**config.mk**
```make
export PLATFORM = sky130hd
export DESIGN_NAME = ets_term_cell
export DESIGN_NICKNAME = d
export VERILOG_FILES = /design/src/ets_pkg.sv /design/src/ets_term_cell.sv
export SDC_FILE = /design/constraint.sdc
export NUM_CORES = 2
export LEC_CHECK = 0
export BUFFER_PORTS_ARGS = -buffer_cell sky130_fd_sc_hd__buf_2
export CORE_MARGIN = 2
export CORE_UTILIZATION = 25
export DETAILED_ROUTE_END_ITERATION = 7
export PLACE_DENSITY = 0.36
export SYNTH_ARGS = -nofsm -noshare
export SYNTH_HDL_FRONTEND = slang
export SYNTH_SLANG_ARGS = --single-unit
export TNS_END_PERCENT = 100
```
**constraint.sdc**
```tcl
create_clock -name clk_i -period 5.55 [get_ports clk_i]
set_clock_uncertainty 0.05 [all_clocks]
set_input_delay 0.8325 -clock clk_i [delete_from_list [all_inputs] [get_ports clk_i]]
set_output_delay 0.8325 -clock clk_i [all_outputs]
set_load 0.02 [all_outputs]
```
**src/ets_pkg.sv**
```systemverilog
`timescale 1ns / 1ps
// ----------------------------------------------------------------------------
// ets_pkg
// Shared constants and word types of the exponential series unit.
// ----------------------------------------------------------------------------
package ets_pkg;

  // Field widths
  localparam int X_W   = 16;
  localparam int MAG_W = 16;
  localparam int OUT_W = 32;

  // Extra fraction bits carried by the terms and the running sum
  localparam int GUARD_BITS = 14;

  // Ceiling of terms and sum: 2^32 output units in the working format
  localparam int CEIL_EXP = OUT_W + GUARD_BITS;
  localparam int TERM_W   = CEIL_EXP + 1;
  localparam logic [TERM_W-1:0] SUM_CEIL = {1'b1, {CEIL_EXP{1'b0}}};

  // Word handed from one series cell to the next
  typedef struct packed {
    logic              pos;
    logic              clamped;
    logic [MAG_W-1:0]  mag;
    logic [TERM_W-1:0] term;
    logic [TERM_W-1:0] sum;
  } ets_series_t;

  // Status that rides along the divider chain
  typedef struct packed {
    logic             pos;
    logic             sat;
    logic [OUT_W-1:0] pos_res;
  } ets_side_t;

endpackage

```
**src/ets_term_cell.sv**
```systemverilog
`timescale 1ns / 1ps
// ----------------------------------------------------------------------------
// ets_term_cell
// One series cell: term_k = floor(term_(k-1) * a / (K * 2^IN_FRAC_BITS)),
// clamp, accumulate. Five register stages; division by the odd part of K
// runs as two reciprocal multiplies on the high and low halves.
// ----------------------------------------------------------------------------
module ets_term_cell import ets_pkg::*; #(
  parameter int unsigned K            = 1,
  parameter int unsigned IN_FRAC_BITS = 12
) (
  input  logic        clk_i,
  input  logic        rst_ni,
  input  logic        en_i,
  input  logic        valid_i,
  input  ets_series_t ser_i,
  output logic        valid_o,
  output ets_series_t ser_o
);

  function automatic int ctz5(int unsigned v);
    int n;
    bit stop;
    n    = 0;
    stop = 1'b0;
    for (int i = 0; i < 5; i++) begin
      if (!stop) begin
        if (v[i]) begin
          stop = 1'b1;
        end else begin
          n = n + 1;
        end
      end
    end
    return n;
  endfunction

  localparam int TZ     = ctz5(K);
  localparam int D      = K >> TZ;
  localparam int C      = $clog2(D);
  localparam int PROD_W = TERM_W + MAG_W;
  localparam int SH     = IN_FRAC_BITS + TZ;
  localparam int NW     = PROD_W - SH;
  localparam int LW     = NW / 2;
  localparam int HW     = NW - LW;
  localparam int RW     = (C > 0) ? C : 1;
  localparam int X2_W   = LW + C;

  localparam int S1   = HW + C;
  localparam int M1_W = HW + 1;
  localparam int P1_W = S1 + HW;
  localparam logic [63:0] M1_64 = ((64'd1 << S1) + 64'(D) - 64'd1) / 64'(D);
  localparam logic [M1_W-1:0] M1 = M1_64[M1_W-1:0];

  localparam int S2   = X2_W + C;
  localparam int M2_W = X2_W + 1;
  localparam int P2_W = S2 + LW;
  localparam logic [63:0] M2_64 = ((64'd1 << S2) + 64'(D) - 64'd1) / 64'(D);
  localparam logic [M2_W-1:0] M2 = M2_64[M2_W-1:0];

  // Stage A: product
  logic              va_q;
  ets_series_t       sa_q;
  logic [PROD_W-1:0] pa_d, pa_q;

  // Stage B: high quotient
  logic              vb_q;
  ets_series_t       sb_q;
  logic [NW-1:0]     n_b;
  logic [P1_W-1:0]   prod1;
  logic [HW-1:0]     qh_b_d, qh_b_q, nh_b_q;
  logic [LW-1:0]     nl_b_q;

  // Stage C: remainder joins the low half
  logic              vc_q;
  ets_series_t       sc_q;
  logic [HW-1:0]     rh_full;
  logic [RW-1:0]     rh;
  logic [X2_W-1:0]   x2_d, x2_q;
  logic [HW-1:0]     qh_c_q;

  // Stage D: low quotient
  logic              vd_q;
  ets_series_t       sd_q;
  logic [P2_W-1:0]   prod2;
  logic [LW-1:0]     ql_d, ql_q;
  logic [HW-1:0]     qh_d_q;

  // Stage E: clamp and accumulate
  logic [NW-1:0]     q_e;
  logic [63:0]       q64;
  logic [TERM_W-1:0] term_e;
  logic [TERM_W:0]   sum_w;
  ets_series_t       ser_d, ser_q;
  logic              ve_q;

  assign pa_d = {{MAG_W{1'b0}}, ser_i.term} * {{TERM_W{1'b0}}, ser_i.mag};

  assign n_b    = pa_q[PROD_W-1:SH];
  assign prod1  = P1_W'(n_b[NW-1:LW]) * P1_W'(M1);
  assign qh_b_d = prod1[P1_W-1:S1];

  assign rh_full = nh_b_q - qh_b_q * HW'(D);
  assign rh      = rh_full[RW-1:0];
  assign x2_d    = (X2_W'(rh) << LW) | X2_W'(nl_b_q);

  assign prod2 = P2_W'(x2_q) * P2_W'(M2);
  assign ql_d  = prod2[P2_W-1:S2];

  assign q_e    = {qh_d_q, ql_q};
  assign q64    = 64'(q_e);
  assign term_e = (q64 > 64'(SUM_CEIL)) ? SUM_CEIL : q64[TERM_W-1:0];
  assign sum_w  = {1'b0, sd_q.sum} + {1'b0, term_e};

  always_comb begin
    ser_d      = sd_q;
    ser_d.term = term_e;
    if (sum_w >= {1'b0, SUM_CEIL}) begin
      ser_d.sum     = SUM_CEIL;
      ser_d.clamped = 1'b1;
    end else begin
      ser_d.sum = sum_w[TERM_W-1:0];
    end
  end

  always_ff @(posedge clk_i or negedge rst_ni) begin
    if (!rst_ni) begin
      va_q <= 1'b0;
      vb_q <= 1'b0;
      vc_q <= 1'b0;
      vd_q <= 1'b0;
      ve_q <= 1'b0;
    end else if (en_i) begin
      va_q <= valid_i;
      vb_q <= va_q;
      vc_q <= vb_q;
      vd_q <= vc_q;
      ve_q <= vd_q;
    end
  end

  always_ff @(posedge clk_i) begin
    if (en_i) begin
      sa_q   <= ser_i;
      pa_q   <= pa_d;
      sb_q   <= sa_q;
      qh_b_q <= qh_b_d;
      nh_b_q <= n_b[NW-1:LW];
      nl_b_q <= n_b[LW-1:0];
      sc_q   <= sb_q;
      qh_c_q <= qh_b_q;
      x2_q   <= x2_d;
      sd_q   <= sc_q;
      qh_d_q <= qh_c_q;
      ql_q   <= ql_d;
      ser_q  <= ser_d;
    end
  end

  assign valid_o = ve_q;
  assign ser_o   = ser_q;

  // Once the sum hits the ceiling it stays there, so the flag tracks it
  a_clamp_tracks_ceiling: assert property (@(posedge clk_i) disable iff (!rst_ni)
    valid_o |-> (ser_o.clamped == (ser_o.sum == SUM_CEIL)))
    else $error("clamp flag out of step with sum");

  a_sum_covers_term: assert property (@(posedge clk_i) disable iff (!rst_ni)
    valid_o |-> (ser_o.term <= SUM_CEIL) && (ser_o.sum >= ser_o.term))
    else $error("term above ceiling or sum below term");

  a_hold_on_stall: assert property (@(posedge clk_i) disable iff (!rst_ni)
    !en_i |=> $stable(valid_o))
    else $error("cell advanced while stalled");

endmodule

```
==> flow_summary.json <==
{
  "status": "finished, violations left",
  "violations": "negative setup slack",
  "hp-start": "ser_i[10]",
  "drive_gt1_frac": 0.250,
  "slew_headroom": 0.473,
  "dp_hpwl_um": 98000,
  "die_x_um": 421,
  "cts_buffers": 70,
  "vias": 27824,
  "report.final.slew_viol_count": 0,
  "cpPeakStageDelay_ns": 0.60,
  "hold_path_class": "input port to register",
  "die-area_um2": 177000,
  "htreeDepth": 3,
  "nFillCells": 17745,
  "layout_setup_ws_ns": -0.915,
  "setup_violations": 48,
  "fin_crit_ns": 6.46,
  "cp_max_fo": 5,
  "drtIter0Drc": 1238,
  "end_kind": "register",
  "r2r-start": "ql_q[8]",
  "yosys_warnings": 0,
  "synth_ff_type": "edfxtp_1",
  "clockBufferDepth": 3,
  "synth_nets": 4648,
  "ant_nets": 0,
  "synth_top_family_by_area": "adder cells",
  "die_h_um": 421,
  "drcViolationCount": 0,
  "fin_nets": 5267,
  "routedWlPerCell_um": 18.9,
  "pin_count": 229,
  "grt.total_usage": 0.140,
  "min_path_cells": 1,
  "startpoint": "ser_i[101]",
  "muxShareOfSynthArea": 0.00152,
  "synth_seq_cells": 581,
  "cts_tree": "yes",
  "hold_viol_final": 0,
  "rsz0062_at_grt": "yes",
  "arrival_ns": 6.79,
  "yosys.area_share.adder": 0.340,
  "portBuffers": 228,
  "worstSetupPathType": "input port to register",
  "startpoint_type": "input port",
  "clkTransAtPathRegs_ns": 0.06,
  "grt_overflow": 0,
  "wirelength_um": 127000,
  "clock_sinks": 581,
  "final_cell_count_no_fill": 6724,
  "syn_area_per_cell_um2": 11.7,
  "gp_congestion": 0.814,
  "cap_violations": 0,
  "core_region_area_um2": 173000,
  "r2r.worst_path.cells": 20,
  "grt_pass1_vias": 30485,
  "r2r_setup_slack_ns": 0.34,
  "synth_xor_area_frac": 0.0185,
  "synthMostInstantiatedCell": "inv_1",
  "start_util": 0.251,
  "antenna_found_initial": 6,
  "synth_top_area_cell": "edfxtp_1",
  "first_pass_iters": 5,
  "yosys-top-cells-area": "edfxtp_1 (40%), fa_1 (29%), inv_1 (5.9%)",
  "synth_edf_count": 576,
  "critPathBufInv": 7,
  "clock_latency_ns": 0.65,
  "cp_common_cell": "fa_1",
  "required_ns": 5.87,
  "cpLargestDelayFamily": "adder cells",
  "multi_input_area_um2": 24400,
  "synth_compound_area_frac": 0.0457,
  "syn-cell-area_um2": 43500,
  "timing_worst_slew_pin_value_ns": 0.791,
  "regArea_um2": 17400,
  "yosysTopAreaCellShare": 0.398,
  "synth_cell_types": 71,
  "async_flop_share": 0.00861,
  "r2r_end": "ser_o[2]",
  "syn_inst": 3725,
  "dp_cells": 6510,
  "synthTopCellsByCount": "inv_1 (681), fa_1 (628), edfxtp_1 (576), nand2_1 (575), and2_1 (289)",
  "hold_ws_ns": 0.309,
  "grt_pass1_wl_um": 189000,
  "root_buffer": "clkbuf_16",
  "fin_crit_sh": 1.16,
  "std_cell_rows": 153,
  "holdPathEnd": "sa_q[10]",
  "grt_max_degree": 101,
  "seq_area_frac_synth": 0.400,
  "syn2layout_area_growth_pct": 28.5,
  "slowest_stage": "fa_2",
  "synth_simple_gate_area_share": 0.119,
  "fmax_ghz": 0.155,
  "viasPerCell": 4.14
}
-- flip-flops by register name, indices dropped and copies added (netlist names) --
name     flops
qh_b_q      26
ql_q        25
ser_o      112
va_q         1
valid_o      1
sb_q        65
x2_q        25
vb_q         1
qh_c_q      26
nl_b_q      25
sc_q        65
sa_q        65
vd_q         1
vc_q         1
qh_d_q      26
sd_q        65
pa_q        51
-- timing repair --
action	CTS	global route
hold endpoints to repair	5	0
setup endpoints to repair	49	95
gates cloned	6	13
hold buffers	1	0
buffers inserted	44	34
pin swaps	94	119
resized for setup	212	209
-- layout make-up --
cell class	instances	share of cell area
diodes	1	0.0000448
clock buffers	83	0.0322
clock inverters	43	0.00817
inverters	681	0.0457
multi-input cells	2297	0.437
flip-flops and latches	581	0.312
well taps	2325	0.0520
repair buffers	713	0.113
-- worst max-delay path by stage --
stage                     endpoint  slack (ns)  cells after the start
after global placement    pa_q[60]       -2.00                     23
after detailed placement  pa_q[60]       -1.95                     24
final                     pa_q[56]       -0.91                     25
after floorplan           pa_q[60]       -1.20                     24
after CTS                 pa_q[60]       -0.89                     25
after global routing      pa_q[56]       -1.06                     25
-- kinds of logic (layout without fill, tap and decap cells) --
family	after synthesis	count (layout)
simple gates	1085	1085
buf+inv	847	1520
fa+ha+maj	807	807
flops	581	581
compound gates	307	307
xor+xnor	92	92
mux	6	6
other cells	0	1
-- layout by cell type (no fill, tap or decap), drive strengths merged, types with 11 or more instances in the layout --
cell type / Yosys / layout
nor2: 92 / 92
nor3: 19 / 19
a21oi: 103 / 103
nor2b: 11 / 11
ha: 179 / 179
and2: 289 / 289
o21bai: 18 / 18
xor2: 45 / 45
nand2: 575 / 575
o31ai: 12 / 12
nor4: 13 / 13
a31oi: 13 / 13
and3: 13 / 13
a21o: 66 / 66
xnor2: 47 / 47
clkbuf: 158 / 101
o21ai: 47 / 47
inv: 681 / 688
edfxtp: 576 / 576
fa: 628 / 628
nand4: 27 / 27
buf: 8 / 692
nand3: 18 / 18
clkinv: 0 / 20
-- layer usage --
metal  share of wire  GRT usage  vias up
met5         0.00032          0        -
li1                -          -    12993
met4           0.024     0.0352        6
met2            0.49      0.234      438
met1            0.45      0.190    14273
met3           0.033     0.0202      114
-- per-stage QoR --
stage	setup slack, ns	cell area [um2]	setup TNS (ns)	utilization
2_1_floorplan	-1.20	44400	-28.86	-
3_3_place_gp	-2.00	50800	-75.47	0.293
3_5_place_dp	-1.95	50800	-75.40	0.293
4_1_cts	-0.894	54500	-24.72	0.314
5_1_grt	-1.06	55900	-33.00	0.322
6_report	-0.915	55900	-26.41	0.322
Power is left out: the tool's default activity adds up to more than one toggle a clock period on the data nets, which glitch-free logic cannot reach.
