<file path="src/ets_pkg.sv">
`timescale 1ns / 1ps
// ----------------------------------------------------------------------------
// ets_pkg
// Shared constants and word types of the exponential series unit.
// ----------------------------------------------------------------------------
package ets_pkg;

  // Field widths
  localparam int X_W   = 16;
  localparam int MAG_W = 16;
  localparam int OUT_W = 32;

  // Extra fraction bits carried by the terms and the running sum
  localparam int GUARD_BITS = 14;

  // Ceiling of terms and sum: 2^32 output units in the working format
  localparam int CEIL_EXP = OUT_W + GUARD_BITS;
  localparam int TERM_W   = CEIL_EXP + 1;
  localparam logic [TERM_W-1:0] SUM_CEIL = {1'b1, {CEIL_EXP{1'b0}}};

  // Word handed from one series cell to the next
  typedef struct packed {
    logic              pos;
    logic              clamped;
    logic [MAG_W-1:0]  mag;
    logic [TERM_W-1:0] term;
    logic [TERM_W-1:0] sum;
  } ets_series_t;

  // Status that rides along the divider chain
  typedef struct packed {
    logic             pos;
    logic             sat;
    logic [OUT_W-1:0] pos_res;
  } ets_side_t;

endpackage

</file>
<file path="src/ets_div_cell.sv">
`timescale 1ns / 1ps
// ----------------------------------------------------------------------------
// ets_div_cell
// One restoring-division cell: shift in a numerator bit, compare, subtract,
// emit one quotient bit.
// ----------------------------------------------------------------------------
module ets_div_cell import ets_pkg::*; #(
  parameter int unsigned QB = 17
) (
  input  logic              clk_i,
  input  logic              rst_ni,
  input  logic              en_i,
  input  logic              valid_i,
  input  logic [TERM_W-1:0] r_i,
  input  logic [TERM_W-1:0] d_i,
  input  logic [QB-1:0]     nb_i,
  input  logic [QB-1:0]     q_i,
  input  ets_side_t         side_i,
  output logic              valid_o,
  output logic [TERM_W-1:0] r_o,
  output logic [TERM_W-1:0] d_o,
  output logic [QB-1:0]     nb_o,
  output logic [QB-1:0]     q_o,
  output ets_side_t         side_o
);

  logic [TERM_W:0]   rs;
  logic              ge;
  logic [TERM_W:0]   r_n;
  logic              valid_q;
  logic [TERM_W-1:0] r_q, d_q;
  logic [QB-1:0]     nb_q, q_q;
  ets_side_t         side_q;

  assign rs  = {r_i, nb_i[QB-1]};
  assign ge  = (rs >= {1'b0, d_i});
  assign r_n = ge ? (rs - {1'b0, d_i}) : rs;

  always_ff @(posedge clk_i or negedge rst_ni) begin
    if (!rst_ni) begin
      valid_q <= 1'b0;
    end else if (en_i) begin
      valid_q <= valid_i;
    end
  end

  always_ff @(posedge clk_i) begin
    if (en_i) begin
      r_q    <= r_n[TERM_W-1:0];
      d_q    <= d_i;
      nb_q   <= {nb_i[QB-2:0], 1'b0};
      q_q    <= {q_i[QB-2:0], ge};
      side_q <= side_i;
    end
  end

  assign valid_o = valid_q;
  assign r_o     = r_q;
  assign d_o     = d_q;
  assign nb_o    = nb_q;
  assign q_o     = q_q;
  assign side_o  = side_q;

  a_rem_below_div: assert property (@(posedge clk_i) disable iff (!rst_ni)
    valid_o |-> (r_o < d_o))
    else $error("partial remainder not below divisor");

  a_div_nonzero: assert property (@(posedge clk_i) disable iff (!rst_ni)
    valid_o |-> (d_o != '0))
    else $error("zero divisor in chain");

  a_hold_on_stall: assert property (@(posedge clk_i) disable iff (!rst_ni)
    !en_i |=> $stable(valid_o) && $stable(q_o))
    else $error("divider cell advanced while stalled");

endmodule

</file>
<file path="config.mk">
export PLATFORM = sky130hd
export DESIGN_NAME = ets_div_cell
export DESIGN_NICKNAME = d
export VERILOG_FILES = /design/src/ets_pkg.sv /design/src/ets_div_cell.sv
export SDC_FILE = /design/constraint.sdc
export NUM_CORES = 1
export LEC_CHECK = 0
export BUFFER_PORTS_ARGS = -buffer_cell sky130_fd_sc_hd__buf_4
export CORE_AREA = 5 5 142 144
export DETAILED_ROUTE_END_ITERATION = 10
export DIE_AREA = 0 0 147 149
export PLACE_DENSITY = 0.8
export SLEW_MARGIN = 20
export SYNTH_ARGS = -nofsm -noshare
export SYNTH_HDL_FRONTEND = slang
export SYNTH_SLANG_ARGS = --single-unit
</file>
<file path="constraint.sdc">
create_clock -name clk_i -period 0.8 [get_ports clk_i]
set_input_delay 0.16 -clock clk_i [delete_from_list [all_inputs] [get_ports clk_i]]
set_output_delay 0.16 -clock clk_i [all_outputs]
set_load 0.1 [all_outputs]
</file>
==> results of run 1 <==
## cell usage after synthesis (3+ instances only)
cell	count	area [µm²]
edfxtp_1	161	4830
nand2_1	86	323
o21ai_0	59	295
inv_1	54	203
a21oi_1	47	235
ha_1	47	588
a21o_1	27	203
nor2_1	22	82.6
xnor2_1	21	184
xor2_1	19	166
clkbuf_1	14	52.6
nor2b_1	9	56.3
o21ai_1	9	45.0
and3_1	8	50.1
nor3_1	7	35.0
o21a_1	7	52.6
buf_2	6	30.0
nand3_1	6	30.0
nand4_1	6	37.5
o21bai_1	5	37.5
a31oi_1	4	25.0
and2_1	4	25.0
a21boi_0	3	22.5
mux2_2	3	33.8
nand2b_1	3	18.8
o31ai_1	3	22.5
## per-layer routing
metal | share of wire (%) | GRT usage [%]
met4 | 6.9 | 16.3
met5 | 0 | 0
met1 | 33 | 34.5
met2 | 49 | 58.2
met3 | 11 | 9.21
## area by class of cell
| type | instances | area share, % |
|---|---|---|
| repair buffers | 625 | 38.8 |
| flip-flops and latches | 162 | 31.7 |
| multi-input cells | 443 | 22.5 |
| clock buffers | 18 | 2.80 |
| well taps | 234 | 1.91 |
| inverters | 54 | 1.39 |
| clock inverters | 14 | 0.897 |
| diodes | 1 | 0.0163 |
## logic make-up (layout without fill, tap and decap cells)
| kind of cell | after synthesis | in the layout | share of synthesized area (%) |
|---|---|---|---|
| buf+inv | 77 | 711 | 3.90 |
| other cells | 1 | 2 | 0.0464 |
| xor+xnor | 40 | 40 | 4.33 |
| simple gates | 160 | 160 | 8.93 |
| fa+ha+maj | 48 | 48 | 7.52 |
| flops | 162 | 162 | 60.1 |
| compound gates | 190 | 191 | 14.8 |
| mux | 3 | 3 | 0.418 |
## how the worst max path moves through the flow
stage | endpoint | slack (ps) | cells past startpoint
global placement | r_o[29]$_DFFE_PP_ | -2390 | 14
detailed placement | r_o[36]$_DFFE_PP_ | -2470 | 13
finish | r_o[39]$_DFFE_PP_ | -2100 | 14
global route | r_o[39]$_DFFE_PP_ | -2140 | 14
floorplan | r_o[42]$_DFFE_PP_ | -1890 | 14
CTS | r_o[42]$_DFFE_PP_ | -1880 | 15
## power groups by stage
| stage | clock network (mW) | registers [mW] | logic, mW |
|---|---|---|---|
| 3_5_place_dp | 0 | 10.9 | 12.6 |
| 2_1_floorplan | 0 | 17.2 | 2.32 |
| 4_1_cts | 8.05 | 10.9 | 14.2 |
| 3_3_place_gp | 0 | 10.8 | 12.4 |
| 6_report | 8.33 | 11.1 | 15.6 |
| 5_1_grt | 8.73 | 11.1 | 16.0 |
## sequential cells by signal, indices dropped and copies added, names as in the netlist
signal and flops:
valid_o 1, q_o 17, side_o 34, r_o 47, d_o 47, nb_o 16
## repair_timing
action	in CTS	in global routing
hold endpoints to repair	114	1
pin swaps	35	22
buffers inserted	12	8
gates cloned	4	5
hold buffers	114	1
endpoints found under the setup margin	211	211
resized for setup	233	101
## per-stage QoR
| step | TNS (ps) | hold WS (ps) | utilization [%] |
|---|---|---|---|
| 6_report | -160490 | 12.0 | 82.6 |
| 5_1_grt | -166670 | 22.0 | 82.5 |
| 2_1_floorplan | -129620 | -136 | - |
| 3_3_place_gp | -128290 | -65.1 | 64.9 |
| 4_1_cts | -151230 | 0.103 | 79.9 |
| 3_5_place_dp | -132290 | -63.9 | 64.9 |
==> run_results.csv, run 1 <==
group,metric,value,unit
status,outcome,"complete, but fails checks",
status,violations,"setup timing",
detailed_routing,vias_per_cell,5.73,
critical_path,critPathLaunchType,"primary input",
logic_synthesis,synth_flop_cell,"edfxtp_1",
global_route,antenna_found_initial,1,
pwr,seq_power_share,31.6,%
place,post-place-ws,-2470,ps
pwr,ir_drop,2.03,mV
hold_path,min_to,"r_o[27]$_DFFE_PP_",
floorplan,pin_count,329,
critical_path,cp_max_fo,3,
pwr,p_per_area,2280,nW/µm²
finish,layout-drive-gt1-share,48.6,%
detailed_routing,drtIter0Drc,1124,
finish,final_nets,1517,
sta,setup_viol,211,
global_route,grt_pass1_vias,9086,
sta,fmax,344,MHz
clock_tree,cts_tree,"done",
pwr,power_frac_clock,23.8,%
logic_synthesis,syn_area,8090,µm²
clock_tree,cts_buffers,17,
critical_path,crit_path_end_kind,"register",
hold_path,hold_path_class,"in2reg",
pwr,swShare,43.3,%
pwr,combPwrFrac,44.5,%
logic_synthesis,yosysSeqAreaShare,60.1,%
floorplan,core_area,18600,µm²
critical_path,cpPeakStageDelay,360,ps
logic_synthesis,synth_nets,895,
flow_run,maxCapViolations,0,
global_route,grtUsageTotal,32.2,%
finish,postLayoutCellArea,15300,µm²
sta,fin_crit,2900,ps
detailed_routing,num_vias,8885,
clock_tree,clock_latency,430,ps
detailed_routing,dr.pass1.iters,8,
critical_path,r2r-start,"valid_o$_DFFE_PN0P_",
place,hpwl,20900,µm
detailed_routing,wl,40300,µm
critical_path,crit_top_cell,"buf_4",
place,dp_cells,1375,
finish,multi_input_area,3450,µm²
pwr,p_switching,15.1,mW
critical_path,startpoint,"r_i[13]",
finish,stdcell_count,1551,
floorplan,fp.dieW,147,µm
logic_synthesis,syn_avg_cell_area,11.9,µm²
finish,final_common_cell,"buf_4",
critical_path,required,990,ps
hold_path,worstHoldStart,"r_i[26]",
critical_path,r2r_setup_slack,-100,ps
sta,hold_violations,0,
logic_synthesis,synth_edf_count,161,
hold_path,hold_path_depth,3,
logic_synthesis,synth_seq_cells,162,
sta,timing.final.ws_setup,-2100,ps
global_route,grt_first_pass_wirelength,53900,µm
sta,fin_crit_sh,363,%
pwr,power_leakage,6.87,nW
detailed_routing,routedWlPerCell,26.0,µm
clock_tree,clockBufferDepth,2,
critical_path,timing.rr.end,"valid_o$_DFFE_PN0P_",
logic_synthesis,async_flop_share,0.617,%
place,gp_congestion,0.915,
pwr,power,35.0,mW
sta,worst_slew_pin_slew,564,ps
detailed_routing,postRouteAntennaNets,0,
sta,rsz0062_at_grt,"yes",
finish,nFillCells,892,
floorplan,chipHeight,149,µm
logic_synthesis,synth_cells,681,
clock_tree,root_buffer,"clkbuf_16",
floorplan,start_util,43.5,%
logic_synthesis,synth-warning-count,0,
critical_path,cpMaxStageDelayCell,"ha_1",
floorplan,die_area,21900,µm²
critical_path,path_class,"in2reg",
sta,slew_headroom,62.0,%
finish,syn2layout_area_growth,89.7,%
clock_tree,h-tree-depth,4,
critical_path,path_delay_family,"compound AO/OA/AOI/OAI gates",
sta,drv_slew,0,
clock_tree,cts.sinks,162,
finish,seq_area,4860,µm²
critical_path,critPathBufInv,3,
critical_path,crit_chain,"buf_4 > ha_1 > buf_4 > nand2_1 > nor2_1 > and4_1 > o211ai_2 > a21oi_2 > a31oi_2 > o21ai_1 > buf_4 > a41oi_1 > xor2_1 > o21ai_1",
place,post_dp_cell_area,12100,µm²
detailed_routing,drc,0,
critical_path,crit_arrival,3090,ps
critical_path,rr_worst_depth,1,
floorplan,num_rows,50,
global_route,grt_remaining_overflow,0,
sta,fin_skew,0,ps
place,io_buffer_count,326,
logic_synthesis,synth_cell_types,60,
finish,mostFrequentLayoutCells,"buf_4, edfxtp_1, buf_6",
global_route,grt_max_degree,47,
clock_tree,path_clk_slew,70,ps
pwr,p_int,19.8,mW
Note: power is estimated with default switching activity, not from simulation.
==> run 2: changes to the inputs <==
--- a/config.mk
+++ b/config.mk
@@ -5,11 +5,12 @@
 export SDC_FILE = /design/constraint.sdc
 export NUM_CORES = 1
 export LEC_CHECK = 0
+export ABC_AREA = 1
 export BUFFER_PORTS_ARGS = -buffer_cell sky130_fd_sc_hd__buf_4
-export CORE_AREA = 5 5 142 144
+export CORE_AREA = 5 5 154 156
 export DETAILED_ROUTE_END_ITERATION = 10
-export DIE_AREA = 0 0 147 149
-export PLACE_DENSITY = 0.8
+export DIE_AREA = 0 0 159 161
+export PLACE_DENSITY = 0.79
 export SLEW_MARGIN = 20
 export SYNTH_ARGS = -nofsm -noshare
 export SYNTH_HDL_FRONTEND = slang
==> run_results.csv, run 2 <==
group,metric,value,unit
status,outcome,"complete, but fails checks",
status,violations,"setup timing",
sta,fmax,492,MHz
logic_synthesis,synth_cells,1241,
critical_path,crit_top_cell,"nand2_1",
floorplan,num_rows,55,
global_route,grtUsageTotal,34.0,%
floorplan,core_area,22200,µm²
logic_synthesis,synth_flop_cell,"edfxtp_1",
place,hpwl,28800,µm
detailed_routing,vias_per_cell,5.44,
critical_path,rr_worst_depth,2,
place,gp_congestion,0.947,
logic_synthesis,synth_nets,1455,
detailed_routing,dr.pass1.iters,9,
global_route,met2_usage,62.2,%
global_route,grt_first_pass_wirelength,67800,µm
clock_tree,clockBufferDepth,2,
sta,setup_viol,211,
detailed_routing,drtIter0Drc,1664,
place,post_dp_cell_area,14400,µm²
pwr,power,36.2,mW
hold_path,hold_path_class,"in2reg",
sta,rsz0062_at_grt,"yes",
logic_synthesis,synthTopCellsByArea,"edfxtp_1, nand2_1, inv_1",
logic_synthesis,synth_top_area_share,49.2,%
sta,fin_skew,0,ps
logic_synthesis,synth_edf_count,161,
logic_synthesis,synth_seq_cells,162,
logic_synthesis,async_flop_share,0.617,%
logic_synthesis,yosysTopAreaCell,"edfxtp_1",
logic_synthesis,ys_top_cells_by_count,"nand2_1, inv_1, edfxtp_1",
finish,syn2layout_area_growth,85.5,%
critical_path,cpMaxStageDelayCell,"ha_4",
global_route,grt_remaining_overflow,0,
floorplan,fp.dieW,159,µm
critical_path,critPathLaunchType,"primary input",
pwr,power_leakage,8.88,nW
detailed_routing,postRouteAntennaNets,0,
hold_path,worstHoldStart,"d_i[38]",
finish,mostFrequentLayoutCells,"buf_4, nand2_1, inv_1",
finish,layout-drive-gt1-share,46.6,%
finish,final_nets,2106,
sta,hold_violations,0,
critical_path,r2r-start,"valid_o$_DFFE_PN0P_",
clock_tree,root_buffer,"clkbuf_16",
critical_path,cp_max_fo,4,
sta,tns,-112730,ps
global_route,use_met3,6.71,%
hold_path,min_to,"d_o[38]$_DFFE_PP_",
logic_synthesis,synth-warning-count,0,
critical_path,path_class,"in2reg",
detailed_routing,wl,51000,µm
logic_synthesis,syn_area,9820,µm²
pwr,p_per_area,1990,nW/µm²
global_route,grt_pass1_vias,11700,
global_route,grt_max_degree,41,
flow_run,maxCapViolations,0,
critical_path,timing.rr.end,"valid_o$_DFFE_PN0P_",
detailed_routing,num_vias,11900,
critical_path,crit_chain,"buf_4 > ha_4 > nand2_4 > buf_4 > nor2_2 > inv_1 > nor2_2 > nand2_1 > nor2_1 > nand2_1 > nand3_1 > nand2_1 > nand3_2 > nand2_1",
clock_tree,cts_tree,"done",
logic_synthesis,syn_avg_cell_area,7.91,µm²
sta,timing.final.ws_setup,-1230,ps
floorplan,pin_count,329,
finish,final_common_cell,"buf_4",
hold_path,hold_path_depth,2,
pwr,ir_drop,1.47,mV
critical_path,cpPeakStageDelay,330,ps
floorplan,die_area,25600,µm²
global_route,antenna_found_initial,1,
floorplan,chipHeight,161,µm
logic_synthesis,synth_cell_types,33,
critical_path,crit_path_end_kind,"register",
critical_path,r2r_setup_slack,-240,ps
finish,postLayoutCellArea,18200,µm²
clock_tree,cts.sinks,162,
logic_synthesis,yosysSeqAreaShare,49.5,%
sta,holdWs,2.03,ps
detailed_routing,routedWlPerCell,23.3,µm
clock_tree,path_clk_slew,80,ps
critical_path,required,1000,ps
floorplan,start_util,44.2,%
global_route,grt.busiest_layer,"met2",
detailed_routing,drc,0,
sta,fin_crit,2030,ps
clock_tree,clock_latency,440,ps
place,io_buffer_count,326,
sta,fin_crit_sh,254,%
sta,drv_slew,0,
clock_tree,cts_buffers,17,
finish,nFillCells,1210,
logic_synthesis,synthMostInstantiatedCell,"nand2_1",
clock_tree,h-tree-depth,4,
critical_path,crit_arrival,2240,ps
global_route,met1_usage,39.3,%
==> run 2: cell count changes after synthesis, sizes merged, moves of 11 or more <==
cell,change
clkbuf,-11
xnor2,-20
a21o,-26
nand4,+27
nand2,+350
nand3,+60
o21ai,-40
a21oi,-21
inv,+237
nor2,+67
==> run 2: worst max-delay path: cells and delay by family <==
kind	cells	cell delay [ps]
adders and majority gates	1	330
buffers and inverters	3	360
and+or+nand+nor	10	1380
==> run 2: routing by layer <==
layer	vias up	wire length, µm
met5	-	0
met4	0	3330
met3	281	5170
met2	974	25000
met1	5483	17400
li1	5188	-
==> run 2: worst max path at each step <==
stage,start,to,slack (ps)
floorplan,nb_i[16],r_o[0]$_DFFE_PP_,-1050
global placement,r_i[3],r_o[7]$_DFFE_PP_,-1480
detailed placement,d_i[14],r_o[5]$_DFFE_PP_,-1530
CTS,nb_i[16],r_o[19]$_DFFE_PP_,-920
global route,r_i[18],r_o[46]$_DFFE_PP_,-1160
finish,r_i[18],r_o[46]$_DFFE_PP_,-1230
==> run 2: cell type report <==
type	instances	area [µm²]	share of cell area (%)
diodes	1	2.50	0.0137
multi-input cells	774	5300	29.1
clock inverters	14	148	0.811
clock buffers	18	429	2.36
well taps	285	357	1.96
flip-flops and latches	162	4860	26.7
repair buffers	646	5990	32.9
inverters	291	1120	6.16
==> run 2: stage by stage <==
stage          instances  util (%)  setup slack (ps)
6_report            2191      81.9             -1230
5_1_grt             2191      81.9             -1160
4_1_cts             2178      78.2              -923
3_5_place_dp        2012      64.6             -1530
3_3_place_gp        2012      64.6             -1480
2_1_floorplan       1241         -             -1050
==> run 2: power by group <==
group          internal [mW]  switching [mW]
combinational           5.48            11.2
clock                   4.17            4.36
sequential              10.4           0.551
total                   20.1            16.1
==> run 2: kinds of logic after synthesis <==
logic type | after synthesis | share of synthesized area [%]
mux | 1 | 0.115
buf+inv | 306 | 12.0
flops | 162 | 49.5
compound gates | 58 | 3.03
xor+xnor | 25 | 2.23
other cells | 1 | 0.0382
fa+ha+maj | 48 | 6.19
simple gates | 640 | 26.9
==> run 2: repair_timing <==
item	4_1_cts	5_1_grt
endpoints found under the setup margin	211	211
gates resized for setup	291	238
hold endpoints to repair	114	0
pin swaps	20	50
buffers inserted	18	16
hold buffers	114	0
cloned	3	2
